==> src/sv/fcd_pkg.sv <==
// Shared types, byte codes and reply tables for the framed command decoder.
// No dependencies; used by every module of the block.
package fcd_pkg;

  localparam logic [7:0] AsciiA = 8'h41;
  localparam logic [7:0] AsciiT = 8'h54;
  localparam logic [7:0] AsciiS = 8'h53;
  localparam logic [7:0] AsciiE = 8'h45;

  localparam logic [7:0] CmdPing    = 8'h01;
  localparam logic [7:0] CmdTempRd  = 8'h02;
  localparam logic [7:0] CmdFanRd   = 8'h03;
  localparam logic [7:0] CmdFanCtl  = 8'h06;
  localparam logic [7:0] CmdHeatCtl = 8'h07;

  localparam logic [7:0] ErrNoSensor = 8'h01;
  localparam logic [7:0] ErrRefused  = 8'h02;
  localparam logic [7:0] AckTrailer  = 8'hFF;
  localparam logic [7:0] LevelOff    = 8'h00;
  localparam logic [7:0] LevelOn     = 8'h01;

  localparam logic [14:0] FcdHeaterMinReset = 15'd100;
  localparam int unsigned FcdQueueDepth = 2;

  typedef struct packed {
    logic [7:0]         rx_byte;
    logic [14:0]        fan_speed;
    logic signed [15:0] temperature;
    logic               sensor_present;
  } in_word_t;

  typedef struct packed {
    logic [7:0] reply_byte;
    logic       reply_last;
    logic       fan_drive;
    logic       heater_drive;
  } out_word_t;

  typedef enum logic [2:0] {
    RplPing,
    RplFanRd,
    RplTempOk,
    RplTempErr,
    RplFanAck,
    RplHeatAck,
    RplHeatNak
  } reply_kind_e;

  typedef struct packed {
    reply_kind_e kind;
    logic [15:0] data;
    logic        fan;
    logic        heater;
  } reply_job_t;

  function automatic logic [2:0] reply_len(reply_kind_e kind);
    logic [2:0] len;
    case (kind)
      RplPing:                          len = 3'd3;
      RplFanAck, RplHeatAck, RplHeatNak: len = 3'd4;
      default:                          len = 3'd7;
    endcase
    return len;
  endfunction

  function automatic logic [7:0] reply_byte_at(reply_kind_e kind, logic [2:0] idx,
                                               logic [15:0] data);
    logic [7:0] b;
    case (idx)
      3'd0: b = AsciiA;
      3'd1: b = (kind == RplTempErr || kind == RplHeatNak) ? AsciiE : AsciiS;
      3'd2: begin
        case (kind)
          RplPing:    b = CmdPing;
          RplFanRd:   b = CmdFanRd;
          RplTempOk:  b = CmdTempRd;
          RplTempErr: b = ErrNoSensor;
          RplFanAck:  b = CmdFanCtl;
          RplHeatAck: b = CmdHeatCtl;
          default:    b = ErrRefused;
        endcase
      end
      3'd3: b = (reply_len(kind) == 3'd4) ? AckTrailer : 8'h00;
      3'd5: b = data[15:8];
      3'd6: b = data[7:0];
      default: b = 8'h00;
    endcase
    return b;
  endfunction

endpackage

==> src/sv/framed_command_decoder_core.sv <==
// Top level of the framed command decoder: parser, reply queue, reply generator.
// Depends on fcd_pkg, fcd_parser, fcd_job_fifo and fcd_reply_gen.
//
// Takes one bus byte per input word and, after an 'A','T' header and a command,
// answers with a reply of 3, 4 or 7 bytes, one byte per output word, the last one
// flagged and each carrying the fan and heater drive levels. Input words are taken
// every cycle as long as the reply queue (QueueDepth jobs) has room; the generator
// sends one byte per cycle while the output is not stalled and starts the next queued
// reply right after the last byte of the previous one. The output port is the limit
// on sustained rate.
module framed_command_decoder_core import fcd_pkg::*; #(
  parameter int unsigned QueueDepth = FcdQueueDepth
) (
  input  logic        clk_i,
  input  logic        rst_ni,
  input  logic        cfg_we_i,
  input  logic [14:0] cfg_wdata_i,
  input  logic        in_valid_i,
  output logic        in_stall_o,
  input  in_word_t    in_word_i,
  output logic        out_valid_o,
  input  logic        out_stall_i,
  output out_word_t   out_word_o
);

  logic       accept;
  logic       push, full, pop, head_v;
  reply_job_t push_job, head_job;

  assign in_stall_o = full;
  assign accept     = in_valid_i && !full;

  fcd_parser u_parser (
    .clk_i       (clk_i),
    .rst_ni      (rst_ni),
    .cfg_we_i    (cfg_we_i),
    .cfg_wdata_i (cfg_wdata_i),
    .accept_i    (accept),
    .word_i      (in_word_i),
    .job_valid_o (push),
    .job_o       (push_job)
  );

  fcd_job_fifo #(
    .Depth (QueueDepth)
  ) u_fifo (
    .clk_i       (clk_i),
    .rst_ni      (rst_ni),
    .push_i      (push),
    .push_data_i (push_job),
    .full_o      (full),
    .pop_i       (pop),
    .valid_o     (head_v),
    .head_o      (head_job)
  );

  fcd_reply_gen u_gen (
    .clk_i       (clk_i),
    .rst_ni      (rst_ni),
    .job_valid_i (head_v),
    .job_i       (head_job),
    .job_pop_o   (pop),
    .out_valid_o (out_valid_o),
    .out_stall_i (out_stall_i),
    .out_word_o  (out_word_o)
  );

endmodule

==> src/sv/fcd_parser.sv <==
// Front end: header/command parser, drive levels and the heater threshold register.
// Depends on fcd_pkg; emits one reply job per completed command.
module fcd_parser import fcd_pkg::*; (
  input  logic        clk_i,
  input  logic        rst_ni,
  input  logic        cfg_we_i,
  input  logic [14:0] cfg_wdata_i,
  input  logic        accept_i,
  input  in_word_t    word_i,
  output logic        job_valid_o,
  output reply_job_t  job_o
);

  localparam logic [2:0] PhHdrA    = 3'd0;
  localparam logic [2:0] PhHdrT    = 3'd1;
  localparam logic [2:0] PhCmd     = 3'd2;
  localparam logic [2:0] PhFanCtl  = 3'd3;
  localparam logic [2:0] PhFanRd   = 3'd4;
  localparam logic [2:0] PhTempRd  = 3'd5;
  localparam logic [2:0] PhHeatCtl = 3'd6;

  logic [2:0]  phase_q, phase_d;
  logic        seen_q, seen_d;
  logic        fan_q, fan_d;
  logic        heat_q, heat_d;
  logic [14:0] min_speed_q;
  logic        job_v;
  reply_kind_e kind;
  logic [15:0] data;

  always_comb begin
    phase_d = phase_q;
    seen_d  = seen_q;
    fan_d   = fan_q;
    heat_d  = heat_q;
    job_v   = 1'b0;
    kind    = RplPing;
    data    = 16'h0000;
    case (phase_q)
      PhHdrT: phase_d = (word_i.rx_byte == AsciiT) ? PhCmd : PhHdrA;
      PhCmd: begin
        case (word_i.rx_byte)
          CmdPing: begin
            phase_d = PhHdrA;
            job_v   = 1'b1;
          end
          CmdTempRd:  phase_d = PhTempRd;
          CmdFanRd:   phase_d = PhFanRd;
          CmdFanCtl:  phase_d = PhFanCtl;
          CmdHeatCtl: phase_d = PhHeatCtl;
          default:    phase_d = PhCmd;
        endcase
      end
      PhFanCtl: begin
        phase_d = PhHdrA;
        job_v   = 1'b1;
        kind    = RplFanAck;
        if (word_i.rx_byte == LevelOff) fan_d = 1'b0;
        else if (word_i.rx_byte == LevelOn) fan_d = 1'b1;
      end
      PhFanRd: begin
        phase_d = PhHdrA;
        job_v   = 1'b1;
        kind    = RplFanRd;
        data    = {1'b0, word_i.fan_speed};
      end
      PhTempRd: begin
        phase_d = PhHdrA;
        job_v   = 1'b1;
        if (seen_q || word_i.sensor_present) begin
          seen_d = 1'b1;
          kind   = RplTempOk;
          data   = word_i.temperature;
        end else begin
          kind = RplTempErr;
        end
      end
      PhHeatCtl: begin
        phase_d = PhHdrA;
        job_v   = 1'b1;
        kind    = RplHeatAck;
        if (word_i.rx_byte == LevelOff) begin
          heat_d = 1'b0;
        end else if (word_i.rx_byte == LevelOn) begin
          if (word_i.fan_speed > min_speed_q) heat_d = 1'b1;
          else kind = RplHeatNak;
        end
      end
      default: phase_d = (word_i.rx_byte == AsciiA) ? PhHdrT : PhHdrA;
    endcase
  end

  always_ff @(posedge clk_i or negedge rst_ni) begin
    if (!rst_ni) begin
      phase_q     <= PhHdrA;
      seen_q      <= 1'b0;
      fan_q       <= 1'b0;
      heat_q      <= 1'b0;
      min_speed_q <= FcdHeaterMinReset;
    end else begin
      if (cfg_we_i) min_speed_q <= cfg_wdata_i;
      if (accept_i) begin
        phase_q <= phase_d;
        seen_q  <= seen_d;
        fan_q   <= fan_d;
        heat_q  <= heat_d;
      end
    end
  end

  assign job_valid_o  = accept_i && job_v;
  assign job_o.kind   = kind;
  assign job_o.data   = data;
  assign job_o.fan    = fan_d;
  assign job_o.heater = heat_d;

endmodule

==> src/sv/fcd_job_fifo.sv <==
// Short queue of reply jobs between the parser and the reply generator.
// Depends on fcd_pkg for the job type.
module fcd_job_fifo import fcd_pkg::*; #(
  parameter int unsigned Depth = FcdQueueDepth
) (
  input  logic       clk_i,
  input  logic       rst_ni,
  input  logic       push_i,
  input  reply_job_t push_data_i,
  output logic       full_o,
  input  logic       pop_i,
  output logic       valid_o,
  output reply_job_t head_o
);

  localparam int unsigned PtrW = (Depth > 1) ? $clog2(Depth) : 1;
  localparam int unsigned CntW = $clog2(Depth + 1);
  localparam logic [PtrW-1:0] LastPtr = PtrW'(Depth - 1);
  localparam logic [CntW-1:0] FullCnt = CntW'(Depth);

  reply_job_t            mem_q [Depth];
  logic [PtrW-1:0]       wr_q, rd_q;
  logic [CntW-1:0]       count_q;

  assign full_o  = (count_q == FullCnt);
  assign valid_o = (count_q != '0);
  assign head_o  = mem_q[rd_q];

  always_ff @(posedge clk_i) begin
    if (push_i) mem_q[wr_q] <= push_data_i;
  end

  always_ff @(posedge clk_i or negedge rst_ni) begin
    if (!rst_ni) begin
      wr_q    <= '0;
      rd_q    <= '0;
      count_q <= '0;
    end else begin
      if (push_i) wr_q <= (wr_q == LastPtr) ? '0 : wr_q + 1'b1;
      if (pop_i)  rd_q <= (rd_q == LastPtr) ? '0 : rd_q + 1'b1;
      if (push_i && !pop_i) count_q <= count_q + 1'b1;
      else if (pop_i && !push_i) count_q <= count_q - 1'b1;
    end
  end

`ifndef NO_ASSERTIONS
  a_cnt_bound: assert property (@(posedge clk_i) disable iff (!rst_ni)
    count_q <= FullCnt) else $error("fifo count over depth");
  a_no_underflow: assert property (@(posedge clk_i) disable iff (!rst_ni)
    pop_i |-> count_q != '0) else $error("fifo pop while empty");
  a_no_overflow: assert property (@(posedge clk_i) disable iff (!rst_ni)
    push_i && !pop_i |-> count_q != FullCnt) else $error("fifo push while full");
`endif

endmodule

==> src/sv/fcd_reply_gen.sv <==
// Back end: expands one reply job into its byte run behind an output register.
// Depends on fcd_pkg for reply tables and word types.
module fcd_reply_gen import fcd_pkg::*; (
  input  logic       clk_i,
  input  logic       rst_ni,
  input  logic       job_valid_i,
  input  reply_job_t job_i,
  output logic       job_pop_o,
  output logic       out_valid_o,
  input  logic       out_stall_i,
  output out_word_t  out_word_o
);

  reply_job_t cur_q;
  logic [2:0] idx_q;
  logic       busy_q;
  logic       out_valid_q;
  out_word_t  out_q;
  logic       adv, last, pop;

  assign adv  = busy_q && (!out_valid_q || !out_stall_i);
  assign last = (idx_q == reply_len(cur_q.kind) - 3'd1);
  assign pop  = job_valid_i && (!busy_q || (adv && last));

  always_ff @(posedge clk_i) begin
    if (pop) cur_q <= job_i;
    if (adv) begin
      out_q.reply_byte   <= reply_byte_at(cur_q.kind, idx_q, cur_q.data);
      out_q.reply_last   <= last;
      out_q.fan_drive    <= cur_q.fan;
      out_q.heater_drive <= cur_q.heater;
    end
  end

  always_ff @(posedge clk_i or negedge rst_ni) begin
    if (!rst_ni) begin
      busy_q      <= 1'b0;
      idx_q       <= '0;
      out_valid_q <= 1'b0;
    end else begin
      if (pop) begin
        busy_q <= 1'b1;
        idx_q  <= '0;
      end else if (adv) begin
        busy_q <= !last;
        idx_q  <= idx_q + 3'd1;
      end
      if (adv) out_valid_q <= 1'b1;
      else if (!out_stall_i) out_valid_q <= 1'b0;
    end
  end

  assign job_pop_o   = pop;
  assign out_valid_o = out_valid_q;
  assign out_word_o  = out_q;

`ifndef NO_ASSERTIONS
  a_idx_range: assert property (@(posedge clk_i) disable iff (!rst_ni)
    busy_q |-> idx_q < reply_len(cur_q.kind)) else $error("reply index past length");
  a_pop_starts: assert property (@(posedge clk_i) disable iff (!rst_ni)
    pop |=> busy_q && idx_q == '0) else $error("job pop did not start a run");
  a_adv_shows: assert property (@(posedge clk_i) disable iff (!rst_ni)
    adv |=> out_valid_q) else $error("emitted word not presented");
`endif

endmodule

==> config.mk <==
export PLATFORM = sky130hd
export DESIGN_NAME = framed_command_decoder_core
export DESIGN_NICKNAME = d
export VERILOG_FILES = /design/src/sv/fcd_pkg.sv /design/src/sv/framed_command_decoder_core.sv /design/src/sv/fcd_parser.sv /design/src/sv/fcd_job_fifo.sv /design/src/sv/fcd_reply_gen.sv
export SDC_FILE = /design/constraint.sdc
export NUM_CORES = 1
export LEC_CHECK = 0
export BUFFER_PORTS_ARGS = -buffer_cell sky130_fd_sc_hd__buf_4
export CAP_MARGIN = 20
export CORE_AREA = 2 2 101 103
export CTS_CLUSTER_DIAMETER = 120
export DETAILED_ROUTE_END_ITERATION = 16
export DIE_AREA = 0 0 103 105
export PLACE_DENSITY = 0.68
export SLEW_MARGIN = 10
export SYNTH_ARGS = -nofsm -noshare
export SYNTH_HDL_FRONTEND = slang
export SYNTH_SLANG_ARGS = --single-unit
==> constraint.sdc <==
create_clock -name clk_i -period 4 [get_ports clk_i]
set_input_delay 0.4 -clock clk_i [delete_from_list [all_inputs] [get_ports clk_i]]
set_output_delay 0.4 -clock clk_i [all_outputs]
set_load 0.1 [all_outputs]
**Word level (Yosys, flattened, before mapping)**

Memory sizes are Yosys's and may differ from the RTL's. A register that Yosys moved wholly into a read port is not among the register bits.
Index checks and enable logic that the tools add are counted.

- Add/subtract/negate cells: 6
- Eq/ne operators: 27
- Reductions and logical operators: 28
- Multiplexer cells: 39
- $lt $le $gt $ge: 1

Operators by type and width:

| kind | number |
|---|---|
| $pmux W8 S6 | 1 |
| $pmux W16 S2 | 1 |
| $eq A3 B3 Y1 const B | 9 |
| $pmux W3 S4 | 2 |
| $mux W1 | 18 |
| $mux W3 | 6 |
| $eq A8 B2 Y1 const B | 2 |
| $eq A8 B3 Y1 const B | 2 |
| $eq A8 B7 Y1 const B | 2 |
| $mux W16 | 1 |
| $eq A3 B2 Y1 const B | 5 |
| $gt A15 B15 Y1 | 1 |
| $pmux W3 S5 | 1 |
| $eq A3 B1 Y1 const B | 3 |
| $pmux W3 S3 | 1 |
| $eq A8 B1 Y1 const B | 1 |
| $logic_not A8 Y1 | 1 |
| $mux W2 | 4 |
| $mux W8 | 1 |
| $logic_and A1 B1 Y1 | 7 |
| $logic_not A1 Y1 | 7 |
| $logic_not A3 Y1 | 2 |
| $pmux W3 S2 | 1 |
| $reduce_bool A2 Y1 | 3 |
| 15 further kinds | 19 |

- Register bits after elaboration: 41
- Input port bits: 60
- Memories: 1
- Word-level logic and storage cells: 117
- Memory bits (writable): 42

Memory list:

| name | words | width | rd ports | clocked after Yosys merged registers in | write ports | line | RTL |
|---|---|---|---|---|---|---|---|
| u_fifo.mem_q | 2 | 21 | 1 | 1 | 1 | fcd_job_fifo.sv:21 | `reply_job_t mem_q [Depth];` |

**Longest topological paths before layout**

Gate-level depths: netlist of run 1.

- Depth in word-level cells: 11
- Mapped depth: 12

**Modules after synthesis**

Synthesis of run 1 repeated with hierarchy kept, for this count alone.

- Cells, all modules: 378
- Area total of the unflattened synthesis: 4937.2 µm²

Modules (own cells, without submodules):

| module | area an instance (µm²) | cells each | instances |
|---|---|---|---|
| fcd_job_fifo | 1709.1 | 81 | 1 |
| fcd_parser | 1624.1 | 188 | 1 |
| fcd_reply_gen | 1590.3 | 108 | 1 |
| framed_command_decoder_core | 13.8 | 1 | 1 |

**Worst setup path after synthesis of run 1**

Ideal clock, no wire load.

- Path type: input-to-reg
- From: input in_word_i[35] (netlist bit)
- To: memory u_fifo.mem_q[0][0] (netlist bit) (enable)
- Buffers on the path: 0
- Library setup time: 453 ps
- Data arrival time: 3245 ps
- Slack: 303 ps
- Stages on the path: 4
- Cell sequence: or4_4 o21bai_2 a21oi_2 nor4_1

- Word-level cells in the longest chain between the ends: 6

RTL lines:

| item | line | RTL |
|---|---|---|
| start, declared | framed_command_decoder_core.sv:20 | `input in_word_t in_word_i,` |
| $eq A8 B1 Y1 | fcd_parser.sv:42 | `case (word_i.rx_byte)` |
| $mux W1 | fcd_parser.sv:42 |  |
| $pmux W1 S2 | fcd_parser.sv:39 | `case (phase_q)` |
| $logic_and A1 B1 Y1 | fcd_parser.sv:111 | `assign job_valid_o = accept_i && job_v;` |
| $mux W1 | fcd_job_fifo.sv:30 | `if (push_i) mem_q[wr_q] <= push_data_i;` |
| $mux W1 (not written as such) | fcd_job_fifo.sv:30 |  |
| end, declared | fcd_job_fifo.sv:21 |  |

Every way passes these cells.

**Worst setup path after layout of run 1**

- From: register, netlist name u_gen.cur_q[18]
- To: register u_fifo.count_q[1]

- Word-level cells in the longest chain between the ends: 11
- Elaborated cells on any way between the ends: 16

RTL lines:

| item | line | RTL |
|---|---|---|
| $eq A3 B3 Y1 | fcd_pkg.sv:58 | `case (kind)` |
| $reduce_or A3 Y1 | fcd_pkg.sv:58 |  |
| $pmux W3 S2 * | fcd_pkg.sv:58 |  |
| $sub A3 B1 Y3 * | fcd_reply_gen.sv:22 | `assign last = (idx_q == reply_len(cur_q.kind) - 3'd1);` |
| $eq A3 B3 Y1 * | fcd_reply_gen.sv:22 |  |
| via u_gen.last | fcd_reply_gen.sv:19 | `logic adv, last, pop;` |
| $logic_and A1 B1 Y1 * | fcd_reply_gen.sv:23 | `assign pop = job_valid_i && (!busy_q \|\| (adv && last));` |
| $logic_or A1 B1 Y1 * | fcd_reply_gen.sv:23 |  |
| $logic_and A1 B1 Y1 * | fcd_reply_gen.sv:23 |  |
| via pop | framed_command_decoder_core.sv:27 | `logic push, full, pop, head_v;` |
| $logic_not A1 Y1 | fcd_job_fifo.sv:41 | `if (push_i && !pop_i) count_q <= count_q + 1'b1;` |
| $logic_and A1 B1 Y1 | fcd_job_fifo.sv:41 |  |
| $mux W2 or $reduce_bool A2 Y1 (tied branches) | -- |  |
| end signal, assigned | fcd_job_fifo.sv:41 |  |
| end signal, assigned | fcd_job_fifo.sv:42 | `else if (pop_i && !push_i) count_q <= count_q - 1'b1;` |
| end, declared | fcd_job_fifo.sv:23 | `logic [CntW-1:0] count_q;` |

The timed path passes the listed nets; every way through them passes the cells marked *.
A chain may end at the register's enable or synchronous reset.

==> parameters.txt, run 1 <==
Parameter                              Value

Yosys
  Part of the Yosys area used for sequential elements    0.620
  Unique masters post-synth    55
  EDFF count, synth    74
  Adder-cell share of the synthesized area    0.0620
  Cell count after synthesis    373
  Avg Cell Area, Syn    12.9 um^2
  Post-synth net total    456
  Number of warnings issued by yosys    0
  Post-synthesis cell area    4800 um^2
  Prevailing post-synth register cell    edfxtp_1
  Combinational family with the most area after synthesis    compound AO/OA/AOI/OAI gates
  Xor-xnor portion of the synthesized cell area    0.0182
  Compound-gate portion of the synthesized area    0.114
  Basic-gate share of the synthesized area counting and, or, nand and nor cells    0.102
  Proportion of register bits with asynchronous set or reset after synthesis    0.288
  Number of flip-flops and latches in the synthesized netlist    104
  Mux contribution to synthesized area    0.0516

Timing
  Final period utilization    0.721
  Slew at the pin with the worst max-slew slack    1.05 ns
  Timing-limited maximum frequency    347 MHz
  Final max-slew violation count    0
  Total count of hold-check failures in the final report    0
  Min Clock Period, post-route    2.88 ns
  RSZ-0062 raised after global routing    no
  Worst setup margin    1.12 ns
  Final sum of negative setup slack    0 ns
  Worst Skew    0.0119 ns
  Worst hold slack across all endpoints    0.241 ns
  Final setup fails    0
  Max-slew headroom at the worst pin    0.296

Placement
  Final estimated routing congestion in global placement    0.787
  Instance count after placement with tap cells included    564
  Half-perimeter wire length after detailed placement    6230 um
  Pre-CTS WS    1.13 ns
  Number of input and output port buffers inserted    72

Cells and area
  Number of fill cells in the layout    815
  Combined flip-flop and latch cell area    2980 um^2
  Antenna Cells    0
  Area added between synthesis and finish    17.5%
  Fraction of final layout cells with drive strength greater than 1    0.276
  Total Nets Final    527
  Multi-input combinational cell area    1680 um^2
  Number of standard cells in the final layout excluding fillers    582

Clock tree
  Clock transition at the registers of the reported paths    0.09 ns
  Setup Buffers After CTS    0
  Clock Latency Late Sink    0.35 ns
  Gates resized, CTS repair    0
  CTS root buffer    clkbuf_8
  Clock sink total    104
  TritonCTS clock tree    built
  CTS H-tree lvls    3
  Bufs on Longest Clock Path    2
  Number of buffers added by the clock tree synthesis step    9

Detailed routing
  Vias post-DR    2991
  Number of remaining DRC errors    0
  Routed wire length    8500 um
  Vias/cell    5.14
  Routed Antenna Nets    0
  Routed length per instance    14.6 um
  Pre-antenna DRT Iters    4
  Initial detailed-routing violation count    122

Floorplan
  Starting utilization of the core area    0.498
  Width of the die    103 um
  CORE AREA    9640 um^2
  FP Rows    36
  Floorplan die area    10800 um^2
  Total I/O pin count    73
  Die Height    105 um

Power
  Part of the total power dissipated in combinational logic    0.319
  Power density over cell area    524 nW/um^2
  Clock share of power    0.191
  Cell leakage power    2.31 nW
  Fraction of power consumed by sequential logic    0.490
  Net switching power figure    0.00109 W
  Fraction of power spent switching nets    0.368
  Internal portion of total power    0.00187 W
  Maximum vdd ir drop    0.347 mV

Global routing
  Via count of the first global-routing pass    3021
  Aggregate global routing overflow    0
  Global-route wire length before repair    14400 um
  Pin count of the biggest net entering global routing    31
  Initial antenna violation count    0
  Global-route usage over all layers    0.171

Critical path
  Arrival time of the worst setup path    3.17 ns
  Worst-path maximum fanout    26
  Sort of element at the end of the critical path    register
  Worst endpoint required time    4.29 ns
  Path type of the worst setup path    register to register
  Launching element type of the critical path    register

Min path
  Type of the most critical hold path    primary input to register

Outcome
  Run status    finished clean

Run
  Number of violations of the max-capacitance limit    0
==> power by group through the flow <==
stage / sequential (W) / combinational [W] / clock, W
floorplan: 0.00172 / 0.000470 / 0
global placement: 0.00147 / 0.000935 / 0
detailed placement: 0.00148 / 0.000945 / 0
CTS: 0.00145 / 0.000951 / 0.000585
global route: 0.00148 / 0.00103 / 0.000625
finish: 0.00145 / 0.000945 / 0.000564
==> cell usage after synthesis, types with 2 or more instances <==
library cell	count	area [um^2]
nor3_1	5	25.0
o31ai_1	4	30.0
clkbuf_1	9	33.8
a22oi_1	3	22.5
nand2_1	35	131
inv_1	22	82.6
nor4_1	2	12.5
a22o_1	15	131
nand3b_1	2	15.0
nor2_1	16	60.1
a21oi_1	15	75.1
edfxtp_1	74	2220
dfstp_2	3	78.8
and2_1	4	25.0
o21ai_1	6	30.0
o21ai_0	22	110
nand3_1	8	40.0
buf_1	2	7.51
nand2b_1	2	12.5
mux2_2	22	248
ha_1	23	288
buf_2	4	20.0
nor2b_1	4	25.0
dfrtp_1	27	676
xnor2_1	3	26.3
nand4_1	2	12.5
a211oi_1	2	15.0
xor2_1	7	61.3
o211ai_1	3	22.5
a21oi_2	2	17.5
==> final timing paths <==
kind,depth (start not counted),to,start,slack (ns)
setup reg to reg,12,u_fifo.count_q[1],u_gen.cur_q[18],1.12
setup / recovery,12,u_fifo.count_q[1],u_gen.cur_q[18],1.12
min in group asynchronous,2,u_parser.phase_q[1],rst_ni,0.52
hold reg to reg,0,u_gen.out_word_o[0],u_gen.cur_q[0],0.46
max in group asynchronous,2,u_parser.min_speed_q[5],rst_ni,3.14
hold / removal,3,u_parser.min_speed_q[14],cfg_wdata_i[14],0.24
==> per-layer routing <==
layer / part of all wire / vias to the layer above / track usage
met4: 0.0081 / 0 / 0.0648
met5: 0 / - / 0
met2: 0.49 / 65 / 0.260
li1: - / 1516 / -
met1: 0.47 / 1405 / 0.250
met3: 0.030 / 5 / 0.0227
==> what timing repair did <==
item                                   4_1_cts  5_1_grt
setup endpoints to repair                    0        0
hold buffers                                 1        0
endpoints found under the hold margin       27        0
==> cell type report <==
class	instances	area share
clock inverters	5	0.00599
multi-input cells	230	0.297
repair buffers	76	0.102
well taps	133	0.0295
clock buffers	11	0.0233
inverters	23	0.0153
flip-flops and latches	104	0.527
==> kinds of logic (layout without fill, tap and decap cells) <==
logic type / count (synthesis) / count (layout)
compound gates: 82 / 82
xor+xnor: 10 / 10
flops: 104 / 104
mux: 22 / 22
fa+ha+maj: 24 / 24
buf+inv: 39 / 115
simple gates: 92 / 92
==> stage by stage <==
stage          power [W]  instance area, um^2  utilization
3_5_place_dp     0.00242                 5460        0.566
6_report         0.00296                 5640        0.585
3_3_place_gp     0.00241                 5460        0.566
2_1_floorplan    0.00219                 4800            -
5_1_grt          0.00313                 5640        0.585
4_1_cts          0.00299                 5640        0.585
==> state kept, by name, indices dropped and copies added, names as in the netlist, 2 cells and up <==
| name | cells |
|---|---|
| u_fifo.count_q | 2 |
| u_fifo.mem_q | 42 |
| u_gen.cur_q | 21 |
| u_gen.idx_q | 3 |
| u_gen.out_word_o | 11 |
| u_parser.min_speed_q | 15 |
| u_parser.phase_q | 3 |
==> critical path, stage by stage, from the launching register on <==
cell and delay, ns:
edfxtp_1 0.49, or3_1 0.43, ha_1 0.32, xor2_1 0.15
nor3_2 0.20, nand2_1 0.11, a21oi_2 0.14, buf_4 0.31
inv_1 0.08, ha_1 0.20, xor2_1 0.14, nor2_1 0.11
xnor2_1 0.12
==> placed cells by master, fill, tap and decap left out, types with 3 or more instances in the layout <==
master and count:
buf_4 75, edfxtp_1 74, nand2_1 35, dfrtp_1 27, ha_1 23, inv_1 22, o21ai_0 22, mux2_2 22
nor2_1 16, a21oi_1 15, a22o_1 15, clkbuf_8 9, nand3_1 8, xor2_1 7, o21ai_1 6, nor3_1 5
nor2b_1 4, o31ai_1 4, and2_1 4, a22oi_1 3, o211ai_1 3, xnor2_1 3, dfstp_2 3
No activity file was read; power rests on OpenSTA's default activity.
==> run 2: changes to the inputs <==
- clock period: 4 -> 2.9 ns (I/O delays scaled with it)
==> run 2 against run 1 <==
Net effect: combinational power rose by 40%; hold slack worse by 0.12 ns; via count down 1.7%; non-clock buffer count grew 2; critical path depth is 1 lower; design area up 1.4%; die area unchanged; sequential share of layout area fell by 0.70 points; cell count is 0.34% higher; critical path type unchanged; largest power group unchanged.
==> parameters.txt, run 2 (same netlist as run 1, synthesis figures left out) <==
Parameter                              Value

Timing
  Max-slew headroom at the worst pin    0.304 (+0.00757)
  Final setup fails    0 (unchanged)
  Timing-limited maximum frequency    387 MHz (+12%)
  Worst Skew    0.0166 ns (+0.00469 ns)
  RSZ-0062 raised after global routing    no
  Slew at the pin with the worst max-slew slack    1.04 ns (-0.00816 ns)
  Final max-slew violation count    0 (unchanged)
  Min Clock Period, post-route    2.58 ns (-0.299 ns)
  Final sum of negative setup slack    0 ns (unchanged)
  Final period utilization    0.891 (+0.170)
  Total count of hold-check failures in the final report    0 (unchanged)
  Worst setup margin    0.315 ns (-0.801 ns)

Detailed routing
  Number of remaining DRC errors    0 (unchanged)
  Routed wire length    8130 um (-4.3%)
  Vias post-DR    2941 (-1.7%)
  Routed Antenna Nets    0 (unchanged)
  Pre-antenna DRT Iters    4 (unchanged)
  Vias/cell    5.04 (-2.0%)
  Routed length per instance    13.9 um (-4.6%)
  Initial detailed-routing violation count    85 (-30%)

Placement
  Final estimated routing congestion in global placement    0.768 (-2.4%)
  Half-perimeter wire length after detailed placement    5970 um (-4.2%)
  Pre-CTS WS    0.327 ns (-0.804 ns)
  Cell area after placement    5500 um^2 (+0.71%)
  Number of input and output port buffers inserted    72 (unchanged)

Cells and area
  Max FFs per register    42 (unchanged)
  Antenna Cells    0 (unchanged)
  Number of fill cells in the layout    793 (-2.7%)
  Leading registers by flop count    u_fifo.mem_q (42), u_gen.cur_q (21), u_parser.min_speed_q (15)
  Area added between synthesis and finish    19.1%
  Most frequent cells in the layout    buf_4, edfxtp_1, nand2_1
  Most common cell after layout, fill and taps aside    buf_4
  Post-layout util    0.593 (+0.00792)
  Fraction of final layout cells with drive strength greater than 1    0.286 (+0.00986)
  Largest register by flop count    u_fifo.mem_q
  Area of all placed cells without fillers    5720 um^2 (+1.4%)
  Total Nets Final    529 (+0.38%)

Clock tree
  CTS root buffer    clkbuf_8
  Clock transition at the registers of the reported paths    0.11 ns (+0.02 ns)
  TritonCTS clock tree    built
  CTS H-tree lvls    3 (unchanged)
  Setup Buffers After CTS    0 (unchanged)
  Clock Latency Late Sink    0.37 ns (+0.02 ns)
  Bufs on Longest Clock Path    2 (unchanged)
  Clock sink total    104 (unchanged)
  Number of buffers added by the clock tree synthesis step    9 (unchanged)

Critical path
  Worst endpoint required time    3.19 ns (-1.10 ns)
  Count of buffer and inverter cells on the critical path    1 (-1)
  Critical Path Slowest Stage Cell    edfxtp_1
  Top Family by Delay on Critical Path    simple AND/OR/NAND/NOR gates
  CP max stage delay    0.49 ns (about the same)
  Arrival time of the worst setup path    2.88 ns (-0.29 ns)
  Path type of the worst setup path    register to register
  Worst-path maximum fanout    5 (-81%)
  Launching element type of the critical path    register
  Cell chain of the critical path    or3_1, ha_1, xor2_1, nor3_2, nand2_1, a21oi_4, inv_1, ha_1, xor2_1, nor2_1, xnor2_1
  Sort of element at the end of the critical path    register

Outcome
  Run status    finished clean

Floorplan
  Total I/O pin count    73 (unchanged)
  Width of the die    103 um (unchanged)
  FP Rows    36 (unchanged)
  CORE AREA    9640 um^2 (unchanged)
  Starting utilization of the core area    0.498 (unchanged)
  Die Height    105 um (unchanged)
  Floorplan die area    10800 um^2 (unchanged)

Global routing
  Global-route wire length before repair    13700 um (-4.8%)
  Initial antenna violation count    0 (unchanged)
  Via count of the first global-routing pass    2902 (-3.9%)
  Global-route usage over all layers    0.163 (-0.00771)
  Aggregate global routing overflow    0 (unchanged)
  Pin count of the biggest net entering global routing    31 (unchanged)

Power
  Maximum vdd ir drop    0.538 mV (+55%)
  Net switching power figure    0.00159 W (+46%)
  Power density over cell area    737 nW/um^2 (+41%)
  Fraction of power consumed by sequential logic    0.474 (-0.016)
  Clock share of power    0.213 (+0.022)
  Fraction of power spent switching nets    0.378 (+0.00965)
  Cell leakage power    2.34 nW (+1.5%)
  Part of the total power dissipated in combinational logic    0.313 (-0.006)
  Internal portion of total power    0.00262 W (+40%)

Min path
  Type of the most critical hold path    primary input to register

Run
  Number of violations of the max-capacitance limit    0 (unchanged)
run 2: cell count changes in the layout (fill, tap and decap cells not counted):
| cell | before | now |
|---|---|---|
| clkbuf_1 | 2 | 0 |
| nor4_2 | 1 | 0 |
| clkinv_1 | 2 | 1 |
| nor4_4 | 0 | 1 |
| clkinv_4 | 2 | 1 |
| clkinv_8 | 0 | 3 |
| inv_6 | 0 | 2 |
| a21oi_2 | 2 | 1 |
| a21oi_4 | 0 | 1 |
| clkinv_2 | 1 | 0 |
| inv_8 | 0 | 1 |
| buf_4 | 75 | 77 |
| clkinvlp_4 | 1 | 0 |
run 2: worst paths after layout:
path                                 start                  endpoint  slack [ns]  cells after the start
min in group asynchronous           rst_ni       u_parser.phase_q[1]        0.39                      2
max in group asynchronous           rst_ni   u_parser.min_speed_q[6]        2.18                      2
max reg2reg                u_gen.cur_q[18]         u_fifo.count_q[1]        0.32                     11
min reg2reg                 u_gen.cur_q[1]       u_gen.out_word_o[1]        0.45                      0
min                        cfg_wdata_i[14]  u_parser.min_speed_q[14]        0.12                      3
max                        u_gen.cur_q[18]         u_fifo.count_q[1]        0.32                     11
run 2: metrics by stage:
step / cells / hold slack (ns) / total power [W]
detailed placement: 567 / 0.261 / 0.00336
finish: 584 / 0.117 / 0.00422
global placement: 567 / 0.257 / 0.00333
floorplan: 373 / -0.00559 / 0.00302
global route: 584 / 0.107 / 0.00444
CTS: 584 / 0.103 / 0.00426
run 2: layer usage:
| metal | part of all wire | vias up | GRT usage |
|---|---|---|---|
| met5 | 0 | - | 0 |
| met2 | 0.47 | 61 | 0.241 |
| met1 | 0.48 | 1356 | 0.238 |
| li1 | - | 1512 | - |
| met4 | 0.017 | 0 | 0.0602 |
| met3 | 0.031 | 12 | 0.0341 |
run 2: worst reg2reg max path, cell delays in order (launching register included):
cell	delay, ns
edfxtp_1	0.49
or3_1	0.43
ha_1	0.31
xor2_1	0.15
nor3_2	0.21
nand2_1	0.14
a21oi_4	0.17
inv_1	0.05
ha_1	0.18
xor2_1	0.14
nor2_1	0.11
xnor2_1	0.14
run 2: final cells by class:
cell class | count | area, um^2 | share of cell area
flip-flops and latches | 104 | 2980 | 0.520
multi-input cells | 230 | 1690 | 0.296
repair buffers | 78 | 588 | 0.103
well taps | 133 | 166 | 0.0291
clock buffers | 9 | 124 | 0.0217
clock inverters | 7 | 86.3 | 0.0151
inverters | 23 | 86.3 | 0.0151
run 2: power by group through the flow:
stage	sequential (W)	clock (W)	combinational (W)
2_1_floorplan	0.00237	0	0.000656
3_3_place_gp	0.00203	0	0.00130
3_5_place_dp	0.00204	0	0.00132
4_1_cts	0.00200	0.000926	0.00133
5_1_grt	0.00203	0.000985	0.00142
6_report	0.00200	0.000898	0.00132
run 2: repair_timing:
item / 4_1_cts / 5_1_grt
endpoints found under the setup margin: 0 / 0
hold buffers: 1 / 0
endpoints found under the hold margin: 27 / 0
resized for setup: 0 / 0
